$ cat src/rtl/rles_pkg.sv
// Shared types and constants for the RGB LED effect sequencer.
// Used by rles_chan and rgb_led_effect_sequencer_core; no dependencies.
package rles_pkg;

    // Stream payload widths; tdata is padded with zeros to whole bytes.
    localparam int S_TDATA_W = 80;
    localparam int S_TUSER_W = 3;
    localparam int M_TDATA_W = 56;

    // Configuration port.
    localparam int APB_AW = 3;
    localparam int APB_DW = 32;
    localparam logic [APB_AW-1:0] ADDR_MAX_BRIGHT = 3'd0;

    // Output packing covers at most two LEDs of three colors and six lit bits.
    localparam int PACK_LEDS   = 2;
    localparam int PACK_COLORS = 3;
    localparam int LIT_BITS    = 6;

    localparam logic [7:0] ALERT_STEP = 8'd2;

    typedef enum logic [2:0] {
        OP_TICK   = 3'd0,
        OP_STEADY = 3'd1,
        OP_PULSE  = 3'd2,
        OP_CYCLE  = 3'd3,
        OP_STOP   = 3'd4,
        OP_ALERT  = 3'd5
    } op_t;

    typedef enum logic [5:0] {
        MODE_OFF     = 6'b000001,
        MODE_STEADY  = 6'b000010,
        MODE_PULSE   = 6'b000100,
        MODE_ALERT   = 6'b001000,
        MODE_CYC_OFF = 6'b010000,
        MODE_CYC_ON  = 6'b100000
    } mode_t;

    // Decoded operation, shared by all channels.
    typedef struct packed {
        logic tick;
        logic steady;
        logic pulse;
        logic cycle;
        logic stop;
        logic alert;
    } cmd_t;

endpackage

$ cat src/rtl/rgb_led_effect_sequencer_core.sv
// Top level of the RGB LED effect sequencer: input register, channel array,
// result register and configuration port. Depends on rles_pkg and rles_chan.
//
// Usage:
// The s_ channel carries one item per transfer: s_tuser is the operation
// (tick, steady, pulse, cycle, stop, alert) and s_tdata the channel address
// and command arguments. A tick advances the millisecond counter and updates
// every channel; a command changes the addressed channel only. Every item
// yields exactly one transfer on the m_ channel with both packed colors and
// the lit mask after the item has been applied.
// The input register takes the item at the transfer, and the channel update
// loads the result register from it once that register is free.
// Throughput is one item per cycle while the receiver does not stall.
// When the receiver stalls, the result register holds and the input register
// absorbs one more item before s_tready drops.
// Reset (aresetn low, synchronous) clears the counter, all channels to off
// at level zero, and sets max_brightness to 255. The APB port holds
// max_brightness at address 0; write it only while no item is in flight.
module rgb_led_effect_sequencer_core import rles_pkg::*; #(
    parameter int LED_COUNT      = 2,
    parameter int COLORS_PER_LED = 3
) (
    input  logic                 aclk,
    input  logic                 aresetn,
    // Input stream.
    input  logic                 s_tvalid,
    output logic                 s_tready,
    // tdata from bit 0: led_index[0], color_index[2:1], level[10:3],
    // period_ms[42:11], on_time_ms[74:43], zero padding.
    input  logic [S_TDATA_W-1:0] s_tdata,
    // tuser: operation[2:0].
    input  logic [S_TUSER_W-1:0] s_tuser,
    // Result stream.
    output logic                 m_tvalid,
    input  logic                 m_tready,
    // tdata from bit 0: first_color[23:0], second_color[47:24],
    // lit_mask[53:48], zero padding.
    output logic [M_TDATA_W-1:0] m_tdata,
    // Configuration port.
    input  logic                 psel,
    input  logic                 penable,
    input  logic                 pwrite,
    input  logic [APB_AW-1:0]    paddr,
    input  logic [APB_DW-1:0]    pwdata,
    output logic [APB_DW-1:0]    prdata,
    output logic                 pready
);

    localparam int CHANNELS = LED_COUNT * COLORS_PER_LED;

    logic        in_valid_reg;
    logic [2:0]  in_op_reg;
    logic        in_led_reg;
    logic [1:0]  in_color_reg;
    logic [7:0]  in_level_reg;
    logic [31:0] in_period_reg;
    logic [31:0] in_on_time_reg;

    logic        out_valid_reg;
    logic [23:0] first_color_reg;
    logic [23:0] second_color_reg;
    logic [5:0]  lit_mask_reg;

    logic [31:0] now_ms_reg, now_ms_next;
    logic [7:0]  max_bright_reg;

    logic        out_free;
    logic        consume;
    cmd_t        cmd;
    logic [7:0]  chan_level_next [CHANNELS];
    logic [7:0]  color_byte [PACK_LEDS][PACK_COLORS];
    logic [5:0]  lit_mask;

    // Handshake: the result register empties or is taken, then the input
    // register can move forward and take a new transfer in the same cycle.
    assign out_free = !out_valid_reg || m_tready;
    assign consume  = in_valid_reg && out_free;
    assign s_tready = !in_valid_reg || out_free;

    always_comb begin
        cmd = '0;
        unique case (in_op_reg)
            OP_TICK:   cmd.tick   = 1'b1;
            OP_STEADY: cmd.steady = 1'b1;
            OP_PULSE:  cmd.pulse  = 1'b1;
            OP_CYCLE:  cmd.cycle  = 1'b1;
            OP_STOP:   cmd.stop   = 1'b1;
            OP_ALERT:  cmd.alert  = 1'b1;
            default:   cmd = '0;
        endcase
    end

    // A tick advances the counter before the channels compare against it.
    assign now_ms_next = (consume && cmd.tick) ? now_ms_reg + 32'd1 : now_ms_reg;

    for (genvar i = 0; i < CHANNELS; i++) begin : g_chan
        localparam int LED_I   = i / COLORS_PER_LED;
        localparam int COLOR_I = i % COLORS_PER_LED;
        logic sel;

        assign sel = (32'(in_led_reg) == LED_I) && (32'(in_color_reg) == COLOR_I);

        rles_chan u_chan (
            .aclk           (aclk),
            .aresetn        (aresetn),
            .en             (consume),
            .sel            (sel),
            .cmd            (cmd),
            .cmd_level      (in_level_reg),
            .cmd_period     (in_period_reg),
            .cmd_on_time    (in_on_time_reg),
            .now_ms         (now_ms_next),
            .max_brightness (max_bright_reg),
            .level_next     (chan_level_next[i])
        );
    end

    // Colors or LEDs that do not exist read as zero.
    for (genvar l = 0; l < PACK_LEDS; l++) begin : g_pack_led
        for (genvar c = 0; c < PACK_COLORS; c++) begin : g_pack_color
            if (l < LED_COUNT && c < COLORS_PER_LED) begin : g_used
                assign color_byte[l][c] = chan_level_next[l * COLORS_PER_LED + c];
            end else begin : g_unused
                assign color_byte[l][c] = 8'd0;
            end
        end
    end

    for (genvar i = 0; i < LIT_BITS; i++) begin : g_lit
        if (i < CHANNELS) begin : g_used
            assign lit_mask[i] = |chan_level_next[i];
        end else begin : g_unused
            assign lit_mask[i] = 1'b0;
        end
    end

    always_ff @(posedge aclk) begin
        if (!aresetn) begin
            in_valid_reg  <= 1'b0;
            out_valid_reg <= 1'b0;
            now_ms_reg    <= 32'd0;
        end else begin
            if (s_tready) begin
                in_valid_reg <= s_tvalid;
            end
            if (out_free) begin
                out_valid_reg <= in_valid_reg;
            end
            now_ms_reg <= now_ms_next;
        end
    end

    always_ff @(posedge aclk) begin
        if (s_tvalid && s_tready) begin
            in_op_reg      <= s_tuser;
            in_led_reg     <= s_tdata[0];
            in_color_reg   <= s_tdata[2:1];
            in_level_reg   <= s_tdata[10:3];
            in_period_reg  <= s_tdata[42:11];
            in_on_time_reg <= s_tdata[74:43];
        end
        if (consume) begin
            first_color_reg  <= {color_byte[0][0], color_byte[0][1], color_byte[0][2]};
            second_color_reg <= {color_byte[1][0], color_byte[1][1], color_byte[1][2]};
            lit_mask_reg     <= lit_mask;
        end
    end

    assign m_tvalid = out_valid_reg;
    assign m_tdata  = {2'b00, lit_mask_reg, second_color_reg, first_color_reg};

    // Configuration register.
    always_ff @(posedge aclk) begin
        if (!aresetn) begin
            max_bright_reg <= 8'hff;
        end else if (psel && penable && pwrite && pready && paddr == ADDR_MAX_BRIGHT) begin
            max_bright_reg <= pwdata[7:0];
        end
    end

    assign pready = 1'b1;
    assign prdata = (paddr == ADDR_MAX_BRIGHT) ? {24'd0, max_bright_reg} : '0;

`ifndef SYNTHESIS
    a_reset_empty: assert property (@(posedge aclk)
        !aresetn |=> (!m_tvalid && !in_valid_reg))
        else $error("pipeline holds an item after reset");
    a_full_stall: assert property (@(posedge aclk) disable iff (!aresetn)
        (in_valid_reg && m_tvalid && !m_tready) |-> !s_tready)
        else $error("input accepted while both stages are full and stalled");
    a_tick_count: assert property (@(posedge aclk) disable iff (!aresetn)
        (consume && cmd.tick) |=> (now_ms_reg == $past(now_ms_reg) + 32'd1))
        else $error("tick did not advance the millisecond counter");
    a_lit_first: assert property (@(posedge aclk) disable iff (!aresetn)
        m_tvalid |-> (m_tdata[48] == (m_tdata[23:16] != 8'd0)))
        else $error("lit mask disagrees with the first channel level");
`endif

endmodule

$ cat src/rtl/rles_chan.sv
// One LED color channel: mode, level, start stamp and phase lengths.
// Depends on rles_pkg for the mode encoding and the decoded command struct.
module rles_chan import rles_pkg::*; (
    input  logic        aclk,
    input  logic        aresetn,
    input  logic        en,
    input  logic        sel,
    input  cmd_t        cmd,
    input  logic [7:0]  cmd_level,
    input  logic [31:0] cmd_period,
    input  logic [31:0] cmd_on_time,
    input  logic [31:0] now_ms,
    input  logic [7:0]  max_brightness,
    output logic [7:0]  level_next
);

    mode_t       mode_reg, mode_next;
    logic [7:0]  level_reg;
    logic [31:0] stamp_reg, stamp_next;
    logic [31:0] pulse_len_reg, pulse_len_next;
    logic [31:0] off_len_reg, off_len_next;
    logic [31:0] on_len_reg, on_len_next;
    logic [31:0] elapsed;
    logic [7:0]  level_dec;

    // Elapsed time wraps modulo 2^32 like the counter itself.
    assign elapsed   = now_ms - stamp_reg;
    assign level_dec = level_reg - 8'd1;

    always_comb begin
        mode_next      = mode_reg;
        level_next     = level_reg;
        stamp_next     = stamp_reg;
        pulse_len_next = pulse_len_reg;
        off_len_next   = off_len_reg;
        on_len_next    = on_len_reg;
        if (en && cmd.tick) begin
            unique case (mode_reg)
                MODE_OFF: begin
                    level_next = 8'd0;
                end
                MODE_STEADY: begin
                end
                MODE_PULSE: begin
                    if (elapsed >= pulse_len_reg) begin
                        level_next = 8'd0;
                        mode_next  = MODE_OFF;
                    end
                end
                MODE_ALERT: begin
                    if (elapsed >= {24'd0, ALERT_STEP}) begin
                        level_next = (level_dec == 8'd0) ? max_brightness : level_dec;
                        stamp_next = now_ms;
                    end
                end
                MODE_CYC_OFF: begin
                    if (elapsed >= off_len_reg) begin
                        level_next = max_brightness;
                        mode_next  = MODE_CYC_ON;
                        stamp_next = now_ms;
                    end
                end
                MODE_CYC_ON: begin
                    if (elapsed >= on_len_reg) begin
                        level_next = 8'd0;
                        mode_next  = MODE_CYC_OFF;
                        stamp_next = now_ms;
                    end
                end
                default: begin
                end
            endcase
        end else if (en && sel) begin
            if (cmd.steady) begin
                level_next = cmd_level;
                mode_next  = MODE_STEADY;
            end
            if (cmd.pulse) begin
                stamp_next     = now_ms;
                pulse_len_next = cmd_period;
                level_next     = max_brightness;
                mode_next      = MODE_PULSE;
            end
            // A running cycle is not restarted.
            if (cmd.cycle && mode_reg != MODE_CYC_ON && mode_reg != MODE_CYC_OFF) begin
                off_len_next = cmd_period;
                on_len_next  = cmd_on_time;
                stamp_next   = now_ms;
                level_next   = max_brightness;
                mode_next    = MODE_CYC_ON;
            end
            if (cmd.stop) begin
                level_next = 8'd0;
                mode_next  = MODE_OFF;
            end
            // Entering alert keeps the old stamp.
            if (cmd.alert && mode_reg != MODE_ALERT) begin
                level_next = max_brightness;
                mode_next  = MODE_ALERT;
            end
        end
    end

    always_ff @(posedge aclk) begin
        if (!aresetn) begin
            mode_reg      <= MODE_OFF;
            level_reg     <= 8'd0;
            stamp_reg     <= 32'd0;
            pulse_len_reg <= 32'd0;
            off_len_reg   <= 32'd0;
            on_len_reg    <= 32'd0;
        end else begin
            mode_reg      <= mode_next;
            level_reg     <= level_next;
            stamp_reg     <= stamp_next;
            pulse_len_reg <= pulse_len_next;
            off_len_reg   <= off_len_next;
            on_len_reg    <= on_len_next;
        end
    end

`ifndef SYNTHESIS
    a_off_dark: assert property (@(posedge aclk) disable iff (!aresetn)
        (mode_reg == MODE_OFF) |-> (level_reg == 8'd0))
        else $error("channel is off but its level is nonzero");
    a_cyc_off_dark: assert property (@(posedge aclk) disable iff (!aresetn)
        (mode_reg == MODE_CYC_OFF) |-> (level_reg == 8'd0))
        else $error("channel is in the dark cycle phase but lit");
    a_unaddressed_hold: assert property (@(posedge aclk) disable iff (!aresetn)
        (en && !cmd.tick && !sel) |=> ($stable(level_reg) && $stable(mode_reg)))
        else $error("command changed a channel it does not address");
`endif

endmodule

$ cat config.mk
export PLATFORM = sky130hd
export DESIGN_NAME = rgb_led_effect_sequencer_core
export DESIGN_NICKNAME = d
export VERILOG_FILES = /design/src/rtl/rles_pkg.sv /design/src/rtl/rgb_led_effect_sequencer_core.sv /design/src/rtl/rles_chan.sv
export SDC_FILE = /design/constraint.sdc
export NUM_CORES = 2
export LEC_CHECK = 0
export BUFFER_PORTS_ARGS = -buffer_cell sky130_fd_sc_hd__buf_2
export CORE_ASPECT_RATIO = 1.75
export CORE_MARGIN = 4
export CORE_UTILIZATION = 25
export DETAILED_ROUTE_END_ITERATION = 6
export SLEW_MARGIN = 20
export SYNTH_ARGS = -nofsm -noshare
export SYNTH_HDL_FRONTEND = slang
export SYNTH_SLANG_ARGS = --single-unit
export TNS_END_PERCENT = 50
$ cat constraint.sdc
create_clock -name aclk -period 11.2 [get_ports aclk]
set_input_delay 2.24 -clock aclk [delete_from_list [all_inputs] [get_ports aclk]]
set_output_delay 2.24 -clock aclk [all_outputs]
set_load 0.1 [all_outputs]
# After elaboration in Yosys (flattened, before gate mapping)
# Index checks and enable logic that the tools add are counted.
# word_totals
register_bits,1026
latch_bits,0
ram_bits,0
mem_bits_ro,0
out_inout_bits,91
word_cells,461
memories,0
# classes
addsub,13
n_mul,0
n_div,0
n_lt_le_gt_ge,24
n_eq_ne,91
shifts,0
mux,185
bitwise_logic,2
n_reduce_logical,97
# ops
cell,n
$mux 32,38
$mux 8,73
$ge 32x32->1,18
$pmux 32 s3,6
$mux 6,50
$pmux 8 s5,6
$ge 32x2->1 const B,6
$sub 32x32->32,6
$pmux 6 s3,6
$ne 3x2->1 const B,24
$reduce_and 6->1,12
$logic_not 8->1,6
$ne 4x1->1 const B,12
$reduce_or 8->1,6
$sub 8x1->8 const B,6
$eq 6x1->1 const B,6
$eq 6x3->1 const B,6
$eq 6x4->1 const B,6
$eq 6x5->1 const B,6
$eq 6x6->1 const B,6
$logic_and 1x1->1,36
$ne 6x4->1 const B,6
$ne 6x5->1 const B,6
$ne 6x6->1 const B,6
other kinds (16),53

# Longest topological paths before layout
# depth
ltp_word,11
ltp_mapped,36
ltp_nobuf,32

# By module
# Synthesis repeated with hierarchy kept, for this count alone.
# hier_totals
cells_unflattened,8967
hier_area_um2,69555.5
# by_module_without_submodules
module,instances,cells_per_inst,area_each_um2,seq_area_each_um2
rles_chan (g_chan[1].u_chan ...),3,1399,10329.9,2842.7
rles_chan (g_chan[2].u_chan),1,1480,10860.4,2842.7
rles_chan (g_chan[0].u_chan),1,1464,10785.3,2842.7
rles_chan (g_chan[5].u_chan),1,1394,10393.7,2842.7
rgb_led_effect_sequencer_core,1,432,6526.3,4804.6

# Worst setup path before layout
# No wires, ideal clock.
# synth_timing
path_kind,input -> register
from,input port m_tready
to,register lit_mask_reg[2] (data pin)
setup_time_ps,277
arrival_time_ps,9779
setup_slack_ps,1144
path_stages,31
n_path_buf,3
cell_sequence,nand2b_1 -> nand2_1 -> inv_1 -> nand2_1 -> clkbuf_1 -> buf_1 -> clkbuf_1 -> nand2_1 -> nand2_1 -> inv_1 -> fa_1 -> nand2b_1 -> a21bo_2 -> a211oi_1 -> o21ai_0 -> a311oi_1 -> ha_1 -> nand2_1 -> o21ai_0 -> a41o_1 -> nand4_1 -> a22o_1 -> maj3_1 -> o211ai_1 -> a31oi_1 -> a211oi_1 -> a31oi_1 -> and2_1 -> or4_4 -> nor4b_2 -> nand4b_1
# synth_lines
element,line,source
from (decl),rgb_led_effect_sequencer_core.sv:35,"input logic m_tready,"
to (signal assigned),rgb_led_effect_sequencer_core.sv:165,lit_mask_reg <= lit_mask;
to (decl),rgb_led_effect_sequencer_core.sv:62,logic [5:0] lit_mask_reg;

# Final worst setup path
# layout_timing
from,input port m_tready
to,register lit_mask_reg[3] (data pin)
# layout_between
elab_chain_cells,10
elab_cells_between_ends,18
# layout_lines
element,line,source
$logic_or 1x1->1 (*),rgb_led_effect_sequencer_core.sv:76,assign out_free = !out_valid_reg || m_tready;
$logic_and 1x1->1 (*),rgb_led_effect_sequencer_core.sv:77,assign consume = in_valid_reg && out_free;
$logic_and 1x1->1 (*),rgb_led_effect_sequencer_core.sv:94,assign now_ms_next = (consume && cmd.tick) ? now_ms_reg + 32'd1 : now_ms_reg;
$mux 32 (*),rgb_led_effect_sequencer_core.sv:94,
via g_chan[0].u_chan.now_ms[22],rles_chan.sv:12,"input logic [31:0] now_ms,"
$sub 32x32->32 (*),rles_chan.sv:27,assign elapsed = now_ms - stamp_reg;
"$ge 32x32->1, or another cell as far along",rles_chan.sv:64,if (elapsed >= on_len_reg) begin
$mux 8 (on tied branches),-,
$pmux 8 s5 (*),rles_chan.sv:38,unique case (mode_reg)
$mux 8 (*),rles_chan.sv:37,if (en && cmd.tick) begin
$reduce_or 8->1 (*),rgb_led_effect_sequencer_core.sv:131,assign lit_mask[i] = |chan_level_next[i];
via lit_mask[3],rgb_led_effect_sequencer_core.sv:72,logic [5:0] lit_mask;
# The timed path passes the listed nets; every way through them passes the cells marked *.
# A chain may end at the register's enable or synchronous reset.

==> summary.md <==
| Metric | Value |
|---|---|
| Layout cells sized above 1 | 0.07218 |
| Die W | 399.8 microns |
| Top_reg_cell synth | dfxtp_1 |
| TritonCTS Sinks | 1026 |
| Total number of vias | 61.32k |
| Worst path required time | 11.63 ns |
| I/O Buffers | 159 |
| Critical path fanouts, max | 13 |
| Layout area overhead | 13.15% |
| Max stage delay on crit path | 0.69 ns |
| Startpoint types | primary input |
| Main combinational cell family by area after synthesis | compound AO/OA/AOI/OAI gates |
| Crit-path slowest cell | a221oi_1 |
| # fillers | 29.03k |
| Vias per cell | 4.972 |
| Final estimated routing congestion in global placement | 0.9441 |
| Post-synth top area share | 0.2665 |
| Final wirelength | 246.0 mm |
| XOR/XNOR Fraction of Synth Area | 0.02802 |
| Sequential area share after synthesis | 0.3255 |
| Critical path type | primary input to flip-flop |
| Min cycle time layout | 9.722 ns |
| Drt first-iter violations | 3700 |
| Overflow left after global routing | 0 |
| Rel. slew slack | 0.2452 |
| Mapped Cells | 8677 |
| Period Utilization, post-route | 0.8680 |
| Highest-count cells in the layout ignoring fill and taps | nand2_1 (1559), a21oi_1 (1026), dfxtp_1 (894) |
| Mux cell area share after synthesis | 0.01375 |
| Vias in the first global route | 58.44k |
| I/O Pins | 216 |
| Max Cap Violations | 0 |
| Post-synth top area cell | dfxtp_1 |
| Number of synthesized flops with an enable pin | 132 |
| Worst-path clk slew | 0.07 ns |
| Largest net degree at the start of global routing | 188 |
| Nets | 9571 |
| Clock skew | 0.03089 ns |
| Worst Setup End Kind | flip-flop |
| H-tree depth | 3 |
| Placement Rows | 251 |
| Syn_area_per_cell | 7.740 sq um |
| Die height | 693.7 microns |
| Setup Total Neg Slack | 0 ns |
| Fmax | 102.9 MHz |
| Power Total | 9440 uW |
| Most common cell after layout, fill and taps aside | nand2_1 |
| Slew Viols, Final | 0 |
| Post-detail-place hpwl | 191.6 mm |
| DRC violations left | 0 |
| Number of buffers created by CTS | 97 |
| Post-synthesis simple-gate area fraction | 0.2091 |
| First-pass GRT wire length | 363.8 mm |
| Total power divided by cell area | 124.2 nW/um^2 |
| DRT Pass-1 Iters | 7 |
| Status | finished clean |
| Worst vdd ir | 115.0 uV |
| Cell Area, Synth | 67160 sq um |
| Total setup buffers inserted after CTS | 0 |
| Setup repair after global routing missed its margin | false |
| Post-synth ARST share | 0 |
| # hold bufs at CTS | 0 |
| Leakage | 0.02947 uW |
| DR WL/cell | 19.94 microns |
| Root buf cell | clkbuf_16 |
| Initial antenna violation count | 13 |
| CTS tree | done |
| Skew-Pair Late Insertion Delay | 0.74 ns |
| Actual slew at the worst max-slew pin | 1.132 ns |
| Post-Synth Adder-Cell Area | 0.1404 |
| Die ar. | 277300 sq um |
| CTS Buffer Depth | 3 |
| Aggregate global-route resource usage | 0.1720 |
| Finish-stage setup viols | 0 |
| Netlist cell types | 119 |
| FF+latch count, synth | 1026 |
| Final hold vios | 0 |
| Synth area leaders | dfxtp_1 (27%), ha_1 (14%), nand2_1 (8.7%), a21oi_1 (7.6%), edfxtp_1 (5.9%) |
| Core area | 267300 sq um |
| Starting Density | 0.2513 |
| # resized after CTS | 0 |
| Post-route ant nets | 0 |
| Arrival @ worst endpoint | 10.15 ns |
| Class of the worst hold path | flip-flop to flip-flop |
| Synth Warn # | 0 |
| Compound-gate portion of the synthesized area | 0.2099 |
## routing by layer
layer | track usage | part of all wire | vias to the layer above
met1 | 0.1718 | 0.35 | 28700
met5 | 0 | 0.00014 | -
met4 | 0.1574 | 0.11 | 6
li1 | - | - | 30167
met3 | 0.01817 | 0.040 | 738
met2 | 0.3103 | 0.50 | 1708
## critical path, delay by kind of cell
kind	cells	cell delay, ns
AND/OR/NAND/NOR	16	4.22
buffers and inverters	3	0.36
adder cells (fa/ha/maj)	2	0.72
XOR/XNOR	1	0.17
AO/OA/AOI/OAI	8	2.38
## synth_stat cells (22+ instances only)
| master | number |
|---|---|
| nand3_1 | 133 |
| ha_1 | 739 |
| buf_4 | 31 |
| a211o_1 | 32 |
| nor4_1 | 46 |
| o211ai_1 | 74 |
| or4_1 | 31 |
| nor2b_1 | 76 |
| mux2i_1 | 90 |
| nand2_1 | 1564 |
| dfxtp_1 | 894 |
| a21o_1 | 118 |
| o22ai_1 | 23 |
| or3_1 | 41 |
| inv_1 | 828 |
| o21ai_0 | 297 |
| clkbuf_1 | 379 |
| nand4_1 | 95 |
| and4_1 | 39 |
| a211oi_1 | 209 |
| o2111ai_1 | 27 |
| nor3_1 | 118 |
| xnor2_1 | 136 |
| edfxtp_1 | 132 |
| nor2_1 | 536 |
| a221o_1 | 22 |
| a21oi_1 | 1026 |
| a2111oi_0 | 23 |
| nand2b_1 | 72 |
| a31oi_1 | 65 |
| and3_1 | 58 |
| and2_1 | 131 |
| o21a_1 | 73 |
| xor2_1 | 68 |
| nor3b_1 | 24 |
## path summary, 6_finish.rpt
| path | from | to | slack (ns) | cells after the start |
|---|---|---|---|---|
| min reg2reg | g_chan[0].u_chan.pulse_len_reg[15] | g_chan[0].u_chan.pulse_len_reg[15] | 0.45 | 2 |
| min | g_chan[0].u_chan.pulse_len_reg[15] | g_chan[0].u_chan.pulse_len_reg[15] | 0.45 | 2 |
| max | m_tready | lit_mask_reg[3] | 1.48 | 30 |
| max reg2reg | in_op_reg[1] | lit_mask_reg[3] | 2.43 | 29 |
## where the power goes
group	internal [uW]	switching, uW	leakage (uW)
Combinational	684	1230	0.0193
Clock	2040	1640	0.00169
Sequential	3770	81.7	0.00847
Total	6490	2950	0.0295
## layout make-up
| type | count | area [sq um] | area share |
|---|---|---|---|
| antenna | 9 | 22.52 | 0.0002964 |
| clock buffer | 131 | 2810 | 0.03698 |
| clock inverter | 50 | 635.6 | 0.008364 |
| inverter | 829 | 3119 | 0.04105 |
| multi-input combinational | 6405 | 40820 | 0.5371 |
| sequential | 1026 | 21860 | 0.2877 |
| tap | 3542 | 4432 | 0.05832 |
| timing repair buffer | 342 | 2297 | 0.03023 |
## cells by family (layout without fill, tap and decap cells)
logic type	after synthesis	in the layout
simple gates	3069	3069
flops	1026	1026
compound gates	2258	2258
mux	92	92
fa+ha+maj	751	751
xor+xnor	208	208
buf+inv	1271	1352
other cells	2	36
## metrics by stage
step	util	setup WS (ns)	instances	hold slack, ns	cell area [sq um]
2_1_floorplan	-	1.144	8702	0.4361	67250
3_3_place_gp	0.2713	0.9013	12142	0.4410	72500
3_5_place_dp	0.2714	0.8524	12144	0.4463	72530
4_1_cts	0.2843	1.582	12325	0.4553	75970
5_1_grt	0.2843	1.036	12326	0.4677	75970
6_report	0.2843	1.478	12334	0.4534	75990
Power figures use the tool's default switching activity.
